`src/rtl/core/e2j_pkg.sv`:
```
// ----------------------------------------------------------------------------
// e2j_pkg
// types and constants shared by the EUC-JP to ISO-2022-JP converter
// ----------------------------------------------------------------------------
package e2j_pkg;

    // input item
    typedef struct packed {
        logic       req_type;
        logic [7:0] in_byte;
    } req_t;

    // result item
    typedef struct packed {
        logic [6:0] out_byte;
        logic       byte_valid;
        logic [1:0] status;
        logic       last_of_run;
    } res_t;

    // designated character set
    typedef enum logic [1:0] {
        SET_ASCII,
        SET_KANJI,
        SET_KANA,
        SET_SUPP
    } char_set_t;

    // partial character state
    typedef enum logic [2:0] {
        PEND_NONE,
        PEND_LEAD,
        PEND_SS2,
        PEND_SS3,
        PEND_SS3_TRAIL
    } pend_t;

    // result status codes
    typedef enum logic [1:0] {
        ST_OK,
        ST_ILLEGAL,
        ST_INCOMPLETE
    } status_t;

    // first shift sequence of a job
    typedef enum logic [1:0] {
        PRE_NONE,
        PRE_SI,
        PRE_ROMAN
    } pre_t;

    // second shift sequence of a job
    typedef enum logic [1:0] {
        MID_NONE,
        MID_SO,
        MID_KANJI,
        MID_SUPP
    } mid_t;

    // classified work for the back end: shifts, up to two chars, a status
    typedef struct packed {
        pre_t       pre;
        mid_t       mid;
        logic [1:0] nch;
        logic [6:0] byte0;
        logic [6:0] byte1;
        status_t    status;
    } job_t;

    // control bytes
    localparam logic [7:0] CMASK       = 8'h80;
    localparam logic [7:0] SS2         = 8'h8E;
    localparam logic [7:0] SS3         = 8'h8F;
    localparam logic [6:0] ESC         = 7'h1B;
    localparam logic [6:0] SI          = 7'h0F;
    localparam logic [6:0] SO          = 7'h0E;
    localparam logic [6:0] G0_SB_INTRO = 7'h28;
    localparam logic [6:0] G0_MB_INTRO = 7'h24;
    localparam logic [6:0] G0_MB_EXT   = 7'h28;

    // default escape final bytes
    localparam logic [6:0] ROMAN_FINAL_RST = 7'h4A;
    localparam logic [6:0] KANJI_FINAL_RST = 7'h42;
    localparam logic [6:0] SUPP_FINAL_RST  = 7'h44;

    // configuration register indexes
    localparam int unsigned CFG_IDX_W = 2;
    localparam logic [CFG_IDX_W-1:0] REG_ROMAN_FINAL = 2'd0;
    localparam logic [CFG_IDX_W-1:0] REG_KANJI_FINAL = 2'd1;
    localparam logic [CFG_IDX_W-1:0] REG_SUPP_FINAL  = 2'd2;

endpackage

```
`src/rtl/core/eucjp_to_iso2022jp_converter_core.sv`:
```
// ----------------------------------------------------------------------------
// eucjp_to_iso2022jp_converter_core
// EUC-JP byte stream in, 7-bit ISO-2022-JP result stream out
// ----------------------------------------------------------------------------
// One EUC-JP byte (or a flush) is taken per cycle while req_stall is low.
// Each byte is classified in the same cycle and, if it produces results,
// queued as one job of up to seven results (shift escapes, character bytes,
// status). The output sequencer sends one result per cycle while res_stall is
// low; plain ASCII and held lead bytes keep a rate of one byte per cycle. The
// job queue holds FIFO_DEPTH jobs and req_stall rises only when it is full,
// as when escape bursts or res_stall back up the output. A job is registered
// in the queue and then in the sequencer's current-job register. The
// configuration port is always ready; write it only while the block is idle.
// ----------------------------------------------------------------------------
module eucjp_to_iso2022jp_converter_core
    import e2j_pkg::*;
#(
    parameter int unsigned FIFO_DEPTH = 4
)
(
    input  logic                 clk,
    input  logic                 rst_n,
    input  logic                 req_valid,
    output logic                 req_stall,
    input  req_t                 req_data,
    output logic                 res_valid,
    input  logic                 res_stall,
    output res_t                 res_data,
    input  logic                 cfg_valid,
    output logic                 cfg_ready,
    input  logic [CFG_IDX_W-1:0] cfg_index,
    input  logic [6:0]           cfg_data
);

    logic job_push;
    job_t job_in;
    logic queue_full;
    logic job_pop;
    job_t job_out;
    logic job_avail;

    assign req_stall = queue_full;

    // classifier
    e2j_front u_front (
        .clk        (clk),
        .rst_n      (rst_n),
        .req_valid  (req_valid),
        .req_data   (req_data),
        .queue_full (queue_full),
        .job_push   (job_push),
        .job_data   (job_in)
    );

    // job queue
    e2j_fifo #(
        .DEPTH (FIFO_DEPTH)
    ) u_fifo (
        .clk       (clk),
        .rst_n     (rst_n),
        .push      (job_push),
        .push_data (job_in),
        .full      (queue_full),
        .pop       (job_pop),
        .pop_data  (job_out),
        .not_empty (job_avail)
    );

    // output sequencer
    e2j_back u_back (
        .clk       (clk),
        .rst_n     (rst_n),
        .job_avail (job_avail),
        .job_data  (job_out),
        .job_pop   (job_pop),
        .cfg_valid (cfg_valid),
        .cfg_ready (cfg_ready),
        .cfg_index (cfg_index),
        .cfg_data  (cfg_data),
        .res_valid (res_valid),
        .res_stall (res_stall),
        .res_data  (res_data)
    );

endmodule

```
`src/rtl/core/e2j_front.sv`:
```
// ----------------------------------------------------------------------------
// e2j_front
// accepts EUC-JP bytes, tracks set and partial character, emits jobs
// ----------------------------------------------------------------------------
module e2j_front
    import e2j_pkg::*;
(
    input  logic clk,
    input  logic rst_n,
    input  logic req_valid,
    input  req_t req_data,
    input  logic queue_full,
    output logic job_push,
    output job_t job_data
);

    char_set_t  set_reg, set_next;
    pend_t      pend_reg, pend_next;
    logic [7:0] held_reg, held_next;
    logic       accept;
    logic       job_used;
    logic       b_kanji;
    logic       b_kana;
    logic [7:0] b;
    job_t       job;

    assign accept  = req_valid && !queue_full;
    assign b       = req_data.in_byte;
    assign b_kanji = (b >= 8'hA1) && (b <= 8'hFE);
    assign b_kana  = (b >= 8'hA1) && (b <= 8'hDF);

    // classify the byte against the pending state
    always_comb
    begin
        set_next  = set_reg;
        pend_next = pend_reg;
        held_next = held_reg;
        job.pre    = PRE_NONE;
        job.mid    = MID_NONE;
        job.nch    = 2'd0;
        job.byte0  = 7'd0;
        job.byte1  = 7'd0;
        job.status = ST_OK;

        if (req_data.req_type)
        begin
            // flush back to ascii
            if (set_reg == SET_KANJI || set_reg == SET_SUPP)
            begin
                job.pre = PRE_ROMAN;
            end
            else if (set_reg == SET_KANA)
            begin
                job.pre = PRE_SI;
            end
            if (pend_reg != PEND_NONE)
            begin
                job.status = ST_INCOMPLETE;
            end
            set_next  = SET_ASCII;
            pend_next = PEND_NONE;
            held_next = 8'd0;
        end
        else
        begin
            unique case (pend_reg)
                PEND_NONE:
                begin
                    if ((b & CMASK) == 8'd0)
                    begin
                        if (set_reg == SET_KANJI || set_reg == SET_SUPP)
                        begin
                            job.pre = PRE_ROMAN;
                        end
                        else if (set_reg == SET_KANA)
                        begin
                            job.pre = PRE_SI;
                        end
                        job.nch   = 2'd1;
                        job.byte0 = b[6:0];
                        set_next  = SET_ASCII;
                    end
                    else if (b_kanji)
                    begin
                        held_next = b;
                        pend_next = PEND_LEAD;
                    end
                    else if (b == SS2)
                    begin
                        pend_next = PEND_SS2;
                    end
                    else if (b == SS3)
                    begin
                        pend_next = PEND_SS3;
                    end
                    else
                    begin
                        job.status = ST_ILLEGAL;
                        held_next  = 8'd0;
                    end
                end
                PEND_LEAD:
                begin
                    pend_next = PEND_NONE;
                    held_next = 8'd0;
                    if (!b_kanji)
                    begin
                        job.status = ST_ILLEGAL;
                    end
                    else
                    begin
                        if (set_reg == SET_KANA)
                        begin
                            job.pre = PRE_SI;
                        end
                        if (set_reg != SET_KANJI)
                        begin
                            job.mid = MID_KANJI;
                        end
                        job.nch   = 2'd2;
                        job.byte0 = held_reg[6:0];
                        job.byte1 = b[6:0];
                        set_next  = SET_KANJI;
                    end
                end
                PEND_SS2:
                begin
                    pend_next = PEND_NONE;
                    if (!b_kana)
                    begin
                        job.status = ST_ILLEGAL;
                        held_next  = 8'd0;
                    end
                    else
                    begin
                        if (set_reg == SET_KANJI || set_reg == SET_SUPP)
                        begin
                            job.pre = PRE_ROMAN;
                        end
                        if (set_reg != SET_KANA)
                        begin
                            job.mid = MID_SO;
                        end
                        job.nch   = 2'd1;
                        job.byte0 = b[6:0];
                        set_next  = SET_KANA;
                    end
                end
                PEND_SS3:
                begin
                    if (!b_kanji)
                    begin
                        job.status = ST_ILLEGAL;
                        pend_next  = PEND_NONE;
                        held_next  = 8'd0;
                    end
                    else
                    begin
                        held_next = b;
                        pend_next = PEND_SS3_TRAIL;
                    end
                end
                PEND_SS3_TRAIL:
                begin
                    pend_next = PEND_NONE;
                    held_next = 8'd0;
                    if (!b_kanji)
                    begin
                        job.status = ST_ILLEGAL;
                    end
                    else
                    begin
                        if (set_reg == SET_KANA)
                        begin
                            job.pre = PRE_SI;
                        end
                        if (set_reg != SET_SUPP)
                        begin
                            job.mid = MID_SUPP;
                        end
                        job.nch   = 2'd2;
                        job.byte0 = held_reg[6:0];
                        job.byte1 = b[6:0];
                        set_next  = SET_SUPP;
                    end
                end
                default:
                begin
                    job.status = ST_ILLEGAL;
                    pend_next  = PEND_NONE;
                    held_next  = 8'd0;
                end
            endcase
        end
    end

    // only jobs that produce results enter the queue
    assign job_used = (job.pre != PRE_NONE) || (job.mid != MID_NONE) ||
                      (job.nch != 2'd0) || (job.status != ST_OK);
    assign job_push = accept && job_used;
    assign job_data = job;

    // state update on each input transfer
    always_ff @(posedge clk or negedge rst_n)
    begin
        if (!rst_n)
        begin
            set_reg  <= SET_ASCII;
            pend_reg <= PEND_NONE;
            held_reg <= 8'd0;
        end
        else if (accept)
        begin
            set_reg  <= set_next;
            pend_reg <= pend_next;
            held_reg <= held_next;
        end
    end

endmodule

```
`src/rtl/core/e2j_fifo.sv`:
```
// ----------------------------------------------------------------------------
// e2j_fifo
// small job queue between the classifier and the output sequencer
// ----------------------------------------------------------------------------
module e2j_fifo
    import e2j_pkg::*;
#(
    parameter int unsigned DEPTH = 4
)
(
    input  logic clk,
    input  logic rst_n,
    input  logic push,
    input  job_t push_data,
    output logic full,
    input  logic pop,
    output job_t pop_data,
    output logic not_empty
);

    localparam int unsigned PTR_W = (DEPTH > 1) ? $clog2(DEPTH) : 1;
    localparam int unsigned CNT_W = $clog2(DEPTH + 1);

    job_t             mem_reg [DEPTH];
    logic [PTR_W-1:0] wr_ptr_reg, wr_ptr_next;
    logic [PTR_W-1:0] rd_ptr_reg, rd_ptr_next;
    logic [CNT_W-1:0] count_reg, count_next;

    assign full      = (count_reg == CNT_W'(DEPTH));
    assign not_empty = (count_reg != '0);
    assign pop_data  = mem_reg[rd_ptr_reg];

    // pointer wrap and fill count
    always_comb
    begin
        wr_ptr_next = wr_ptr_reg;
        rd_ptr_next = rd_ptr_reg;
        count_next  = count_reg;
        if (push)
        begin
            wr_ptr_next = (wr_ptr_reg == PTR_W'(DEPTH - 1)) ? '0 : wr_ptr_reg + 1'b1;
        end
        if (pop)
        begin
            rd_ptr_next = (rd_ptr_reg == PTR_W'(DEPTH - 1)) ? '0 : rd_ptr_reg + 1'b1;
        end
        if (push && !pop)
        begin
            count_next = count_reg + 1'b1;
        end
        else if (pop && !push)
        begin
            count_next = count_reg - 1'b1;
        end
    end

    always_ff @(posedge clk or negedge rst_n)
    begin
        if (!rst_n)
        begin
            wr_ptr_reg <= '0;
            rd_ptr_reg <= '0;
            count_reg  <= '0;
        end
        else
        begin
            wr_ptr_reg <= wr_ptr_next;
            rd_ptr_reg <= rd_ptr_next;
            count_reg  <= count_next;
        end
    end

    // storage
    always_ff @(posedge clk)
    begin
        if (push)
        begin
            mem_reg[wr_ptr_reg] <= push_data;
        end
    end

endmodule

```
`src/rtl/core/e2j_back.sv`:
```
// ----------------------------------------------------------------------------
// e2j_back
// expands one job per run into escape, character and status results
// ----------------------------------------------------------------------------
module e2j_back
    import e2j_pkg::*;
(
    input  logic                 clk,
    input  logic                 rst_n,
    input  logic                 job_avail,
    input  job_t                 job_data,
    output logic                 job_pop,
    input  logic                 cfg_valid,
    output logic                 cfg_ready,
    input  logic [CFG_IDX_W-1:0] cfg_index,
    input  logic [6:0]           cfg_data,
    output logic                 res_valid,
    input  logic                 res_stall,
    output res_t                 res_data
);

    logic [6:0] roman_reg;
    logic [6:0] kanji_reg;
    logic [6:0] supp_reg;
    job_t       cur_reg, cur_next;
    logic       busy_reg, busy_next;
    logic [2:0] idx_reg, idx_next;
    logic [2:0] len_a, len_b, total, rb, rc;
    logic       last;
    logic       xfer;
    logic       load;

    assign cfg_ready = 1'b1;

    // configuration registers
    always_ff @(posedge clk or negedge rst_n)
    begin
        if (!rst_n)
        begin
            roman_reg <= ROMAN_FINAL_RST;
            kanji_reg <= KANJI_FINAL_RST;
            supp_reg  <= SUPP_FINAL_RST;
        end
        else if (cfg_valid)
        begin
            case (cfg_index)
                REG_ROMAN_FINAL: roman_reg <= cfg_data;
                REG_KANJI_FINAL: kanji_reg <= cfg_data;
                REG_SUPP_FINAL:  supp_reg  <= cfg_data;
                default:         ;
            endcase
        end
    end

    // run length pieces of the current job
    always_comb
    begin
        unique case (cur_reg.pre)
            PRE_SI:    len_a = 3'd1;
            PRE_ROMAN: len_a = 3'd3;
            default:   len_a = 3'd0;
        endcase
        unique case (cur_reg.mid)
            MID_SO:    len_b = 3'd1;
            MID_KANJI: len_b = 3'd3;
            MID_SUPP:  len_b = 3'd4;
            default:   len_b = 3'd0;
        endcase
        total = len_a + len_b + {1'b0, cur_reg.nch} + {2'b0, cur_reg.status != ST_OK};
        rb    = idx_reg - len_a;
        rc    = rb - len_b;
        last  = (idx_reg == total - 3'd1);
    end

    // result item at the current position of the run
    always_comb
    begin
        res_data.out_byte    = 7'd0;
        res_data.byte_valid  = 1'b1;
        res_data.status      = ST_OK;
        res_data.last_of_run = last;
        if (idx_reg < len_a)
        begin
            if (cur_reg.pre == PRE_SI)
            begin
                res_data.out_byte = SI;
            end
            else
            begin
                case (idx_reg[1:0])
                    2'd0:    res_data.out_byte = ESC;
                    2'd1:    res_data.out_byte = G0_SB_INTRO;
                    default: res_data.out_byte = roman_reg;
                endcase
            end
        end
        else if (rb < len_b)
        begin
            if (cur_reg.mid == MID_SO)
            begin
                res_data.out_byte = SO;
            end
            else if (cur_reg.mid == MID_KANJI)
            begin
                case (rb[1:0])
                    2'd0:    res_data.out_byte = ESC;
                    2'd1:    res_data.out_byte = G0_MB_INTRO;
                    default: res_data.out_byte = kanji_reg;
                endcase
            end
            else
            begin
                case (rb[1:0])
                    2'd0:    res_data.out_byte = ESC;
                    2'd1:    res_data.out_byte = G0_MB_INTRO;
                    2'd2:    res_data.out_byte = G0_MB_EXT;
                    default: res_data.out_byte = supp_reg;
                endcase
            end
        end
        else if (rc < {1'b0, cur_reg.nch})
        begin
            res_data.out_byte = (rc == 3'd0) ? cur_reg.byte0 : cur_reg.byte1;
        end
        else
        begin
            res_data.byte_valid = 1'b0;
            res_data.status     = cur_reg.status;
        end
    end

    // run sequencing: take the next job as the last item transfers
    assign res_valid = busy_reg;
    assign xfer      = busy_reg && !res_stall;
    assign load      = !busy_reg || (xfer && last);
    assign job_pop   = load && job_avail;

    always_comb
    begin
        busy_next = busy_reg;
        idx_next  = idx_reg;
        cur_next  = cur_reg;
        if (load)
        begin
            busy_next = job_avail;
            idx_next  = 3'd0;
            if (job_avail)
            begin
                cur_next = job_data;
            end
        end
        else if (xfer)
        begin
            idx_next = idx_reg + 3'd1;
        end
    end

    always_ff @(posedge clk or negedge rst_n)
    begin
        if (!rst_n)
        begin
            busy_reg <= 1'b0;
            idx_reg  <= 3'd0;
        end
        else
        begin
            busy_reg <= busy_next;
            idx_reg  <= idx_next;
        end
    end

    always_ff @(posedge clk)
    begin
        cur_reg <= cur_next;
    end

endmodule

```
`config.mk`:
```
export PLATFORM = sky130hd
export DESIGN_NAME = eucjp_to_iso2022jp_converter_core
export DESIGN_NICKNAME = d
export VERILOG_FILES = /design/src/rtl/core/e2j_pkg.sv /design/src/rtl/core/eucjp_to_iso2022jp_converter_core.sv /design/src/rtl/core/e2j_front.sv /design/src/rtl/core/e2j_fifo.sv /design/src/rtl/core/e2j_back.sv
export SDC_FILE = /design/constraint.sdc
export NUM_CORES = 1
export LEC_CHECK = 0
export BUFFER_PORTS_ARGS = -buffer_cell sky130_fd_sc_hd__clkbuf_2
export CORE_MARGIN = 4
export CORE_UTILIZATION = 25
export CTS_CLUSTER_SIZE = 40
export DETAILED_ROUTE_END_ITERATION = 16
export MAX_ROUTING_LAYER = met4
export PLACE_DENSITY = 0.43
export SYNTH_ARGS = -nofsm -noshare
export SYNTH_HDL_FRONTEND = slang
export SYNTH_SLANG_ARGS = --single-unit
```
`constraint.sdc`:
```
create_clock -name clk -period 10.86 [get_ports clk]
set_clock_uncertainty 0.2 [all_clocks]
set_input_delay 2.172 -clock clk [delete_from_list [all_inputs] [get_ports clk]]
set_output_delay 2.172 -clock clk [all_outputs]
set_load 0.05 [all_outputs]
```
### Word level (Yosys, flattened, before mapping)

Memories as Yosys holds them, arrays and structs flattened. A register that Yosys moved wholly into a read port is not among the register bits.
Index checks and enable logic that the tools add are counted.

* flip-flop bits (word level): 44
* RAM bits: 88
* bits of input ports: 23
* output and inout bits: 14
* word-level logic and storage cells: 177
* memories: 1

Memories
* u_fifo.mem_reg: depth 4, width 22, read ports 1, clocked after memory_dff 1, write ports 1, RTL line e2j_fifo.sv:24 `job_t mem_reg [DEPTH];`

* add/subtract/negate cells: 11
* magnitude comparators: 6
* equality and inequality tests: 35
* mux-type cells: 70
* reduce and logical (&&, ||, !) cells: 43

Operator list (count)
* two-way mux 7 bit: 14
* one-hot mux 7 bit (2 select lines): 3
* one-hot mux 7 bit (3 select lines): 2
* two-way mux 3 bit: 13
* two-way mux 19 bit: 2
* two-way mux 2 bit: 18
* one-hot mux 9 bit (4 select lines): 1
* equality test 2 bit (second input constant): 9
* two-way mux 18 bit: 1
* equality test 8 bit (second input constant): 2
* less-or-equal comparator 8 bit (second input constant): 2
* one-hot mux 2 bit (4 select lines): 2
* nonzero test 2 bit: 7
* two-way mux 13 bit: 1
* equality test 2 x 1 -> 1 bit (second input constant): 6
* inequality test 3 x 2 -> 1 bit (second input constant): 4
* one-hot mux 2 bit (3 select lines): 2
* logical AND 1 bit: 9
* one-hot mux 3 bit (3 select lines): 1
* >= comparator 8 bit (second input constant): 1
* logical NOT 8 bit: 1
* two-way mux 8 bit: 1
* inequality test 4 x 3 -> 1 bit (second input constant): 2
* AND reduction 2 bit: 4
* 31 further kinds: 57

### Longest topological paths before layout

* word-level depth: 15
* depth in mapped cells: 17
* depth with buffers taken out: 17

### Cells and area by module

A second synthesis with hierarchy kept.

* cells, all modules: 491
* area, all modules: 7317.0 um^2

Modules (own cells, without submodules)
* e2j_fifo: times used 1, cells each 152, area each 3628.5 um^2, sequential area each 2817.7 um^2
* e2j_back: times used 1, cells each 226, area each 2682.6 um^2, sequential area each 1295.0 um^2
* e2j_front: times used 1, cells each 113, area each 1006.0 um^2, sequential area each 300.3 um^2

### Worst setup path before layout

OpenSTA, ideal clock, no wires.

* path type: reg-to-output
* start point: register u_back.cur_reg[21] in the netlist's numbering
* end point: output res_data[10] in the netlist's numbering
* data arrival time: 3.961 ns
* required time: 8.488 ns
* path slack: 4.527 ns
* stages on the path, launching flop included: 12
* path buffers: 0
* path through: edfxtp_1 > ha_1 > inv_1 > ha_1 > inv_1 > fa_1 > fa_1 > ha_1 > a211oi_1 > nand2_1 > a2bb2oi_1 > o21ai_0

RTL lines
* start, declared: RTL line e2j_back.sv:25 `job_t cur_reg, cur_next;`
* start signal, assigned: RTL line e2j_back.sv:174 `cur_reg <= cur_next;`
* end, declared: RTL line eucjp_to_iso2022jp_converter_core.sv:28 `output res_t res_data,`

==> run_results.csv <==
group,metric,value,unit
timing,finalSetupTns,0,ps
critical_path,worst-endpoint-arrival,4630,ps
die,dieArea,32400,um^2
timing,worst_slack,3860,ps
critical_path,critPathMaxFanout,11,
cts,cts_buffers,17,
finish,largest_reg_flops,88,
yosys,synthesis.nets,575,
timing,fmax,143,MHz
yosys,synth_cells,520,
critical_path,required,8490,ps
cts,clk_latency,410,ps
cts,cts_tree,"built",
critical_path,end_kind,"output pin",
timing,hold_violations,0,
yosys,synth_area,7400,um^2
die,start_util,25.6,%
drt,antenna_left,0,
finish,area_delta_synth_final,16.5,%
timing,timing.hold.ws,307,ps
finish,finish.net_count,612,
cts,cts_hold_buffers,0,
grt,antenna_found_initial,0,
yosys,synthFlopType,"edfxtp_1",
worst_hold_path,hp-class,"reg -> reg",
die,rows,62,
yosys,yosysMostFrequentCell,"edfxtp_1",
grt,met1_usage,13.6,%
timing,min_period_over_period,64.5,%
placed_design,place.gp.congestion,0.853,
critical_path,setup.worst_path.class,"reg -> out",
cts,root_buffer,"clkbuf_16",
timing,setup_viol,0,
finish,diodes,0,
cts,cts.sinks,154,
yosys,synth_area_leaders,"edfxtp_1 (45%), dfrtp_1 (13%), mux4_2 (6.7%)",
finish,drive_above_1_share,25.4,%
cts,cts_setup_buffers,0,
die,die_w,180,um
yosys,synth_largest_area_cell,"edfxtp_1",
yosys,synth_warnings,0,
drt,wire_per_inst,16.9,um
placed_design,dpl_cell_area,8000,um^2
drt,drc,0,
grt,grt_start_max_net_pins,45,
grt,busiest_layer,"met2",
placed_design,dp_hpwl,11300,um
finish,fin_area,8620,um^2
placed_design,port_buffers,35,
die,core,28900,um^2
critical_path,worstSetupStartpointType,"register",
yosys,yosysTopAreaCellShare,44.6,%
grt,grt_pass1_vias,4495,
die,die_h,180,um
yosys,async_reset_ff_share,28.6,%
timing,max-slew-margin-rel,19.8,%
drt,drt_iter0_markers,329,
grt,grt_pass1_wl,25800,um
grt,grt_usage,10.4,%
grt,grt_util_met3,2.26,%
yosys,yosysSeqAreaShare,59.6,%
drt,via_count,4307,
grt,grt_overflow,0,
run_status,outcome,"finished clean",
yosys,synth-edff-count,110,
cts,clk_pin_slew_worst_paths,60,ps
timing,drv_slew,0,
job,maxCapViolCount,0,
die,io_pins,37,
timing,worstMarginPinSlew,1200,ps
yosys,ys_seq_elements,154,
yosys,synthTopCellsByCount,"edfxtp_1 (110), dfrtp_1 (37), inv_1 (35), ha_1 (27), mux2_2 (24)",
yosys,synth_cell_types,68,
yosys,syn_area_per_cell,14.2,um^2
cts,cts.path.max_buffers,2,
drt,routed_wl,16100,um
timing,post-route-min-period,7000,ps
drt,vias_per_cell,4.51,
cts,ctsResizeCount,0,
cts,h-tree-depth,4,
timing,grt_setup_unrepaired,"false",
grt,use_met2,16.7,%
placed_design,post-place-ws,4300,ps
drt,dr.pass1.iters,4,
metrics by stage:
step	util [%]	instances
floorplan	-	520
global placement	27.7	922
detailed placement	27.7	922
CTS	29.8	954
global route	29.8	954
finish	29.8	954
worst max-delay path, cell delays in order (launching register included):
cell and delay (ps):
edfxtp_1 390, ha_1 310, inv_1 60, ha_1 170, inv_1 100, fa_1 600, fa_1 500, xor2_1 180
nor3b_1 950, mux2_2 430, a31oi_1 200, a21oi_1 90, clkbuf_2 240
placed cells by master, fill, tap and decap left out, types with 3 or more instances in the layout:
| cell | instances |
|---|---|
| nor3b_1 | 3 |
| xor2_1 | 5 |
| bufinv_16 | 4 |
| nor2_1 | 20 |
| a2bb2oi_1 | 3 |
| clkbuf_1 | 3 |
| clkinv_2 | 3 |
| fa_1 | 5 |
| clkbuf_16 | 17 |
| ha_1 | 27 |
| dfstp_2 | 7 |
| clkbuf_2 | 35 |
| o21ai_1 | 8 |
| nand2_1 | 21 |
| or3_1 | 4 |
| nor4_1 | 3 |
| a31oi_1 | 8 |
| nor2b_1 | 9 |
| o21ai_0 | 12 |
| and2_1 | 16 |
| nand3_1 | 8 |
| a211oi_1 | 9 |
| nand4_1 | 4 |
| mux2i_1 | 7 |
| a21oi_1 | 20 |
| nand3b_1 | 3 |
| mux2_2 | 24 |
| edfxtp_1 | 110 |
| a22o_2 | 7 |
| nor3_1 | 7 |
| clkinv_4 | 3 |
| inv_1 | 35 |
| dfrtp_1 | 37 |
| buf_4 | 7 |
| xnor2_1 | 7 |
| mux4_2 | 22 |
metal layers:
| layer | vias to the layer above | share of wire [%] |
|---|---|---|
| met5 | - | 0 |
| met4 | 0 | 1.0 |
| met1 | 2160 | 48 |
| met2 | 93 | 48 |
| met3 | 21 | 3.2 |
| li1 | 2033 | - |
final cells by class:
type	instances	area, um^2
Fill cell	2909	20300
Sequential cell	154	4410
Multi-Input combinational cell	307	2750
Tap cell	384	480
Clock buffer	21	450
Timing Repair Buffer	42	228
Clock inverter	11	170
Inverter	35	131
cell families after synthesis:
kind of cell,synth area share (%)
DFF,59.6
other,0.0507
and+or+nand+nor,8.69
muxes,11.9
xor gates and xnor gates,1.72
buffers and inverters,3.21
AOI/OAI and AO/OA,8.93
adders and majority gates,5.92
worst paths after layout:
kind,from,endpoint,slack (ps),cells past startpoint
min in group asynchronous,rst_n,u_back.kanji_reg[5],1660,2
hold reg to reg,u_back.kanji_reg[3],u_back.kanji_reg[3],310,1
hold / removal,u_back.kanji_reg[3],u_back.kanji_reg[3],310,1
setup reg to reg,u_back.cur_reg[18],u_fifo.count_reg[1],6380,15
setup / recovery,u_back.cur_reg[21],res_data[4],3860,12
max in group asynchronous,rst_n,u_front.held_reg[1],8370,2
Power is left out: the tool's default activity adds up to more than one toggle a clock period on the data nets, which glitch-free logic cannot reach.
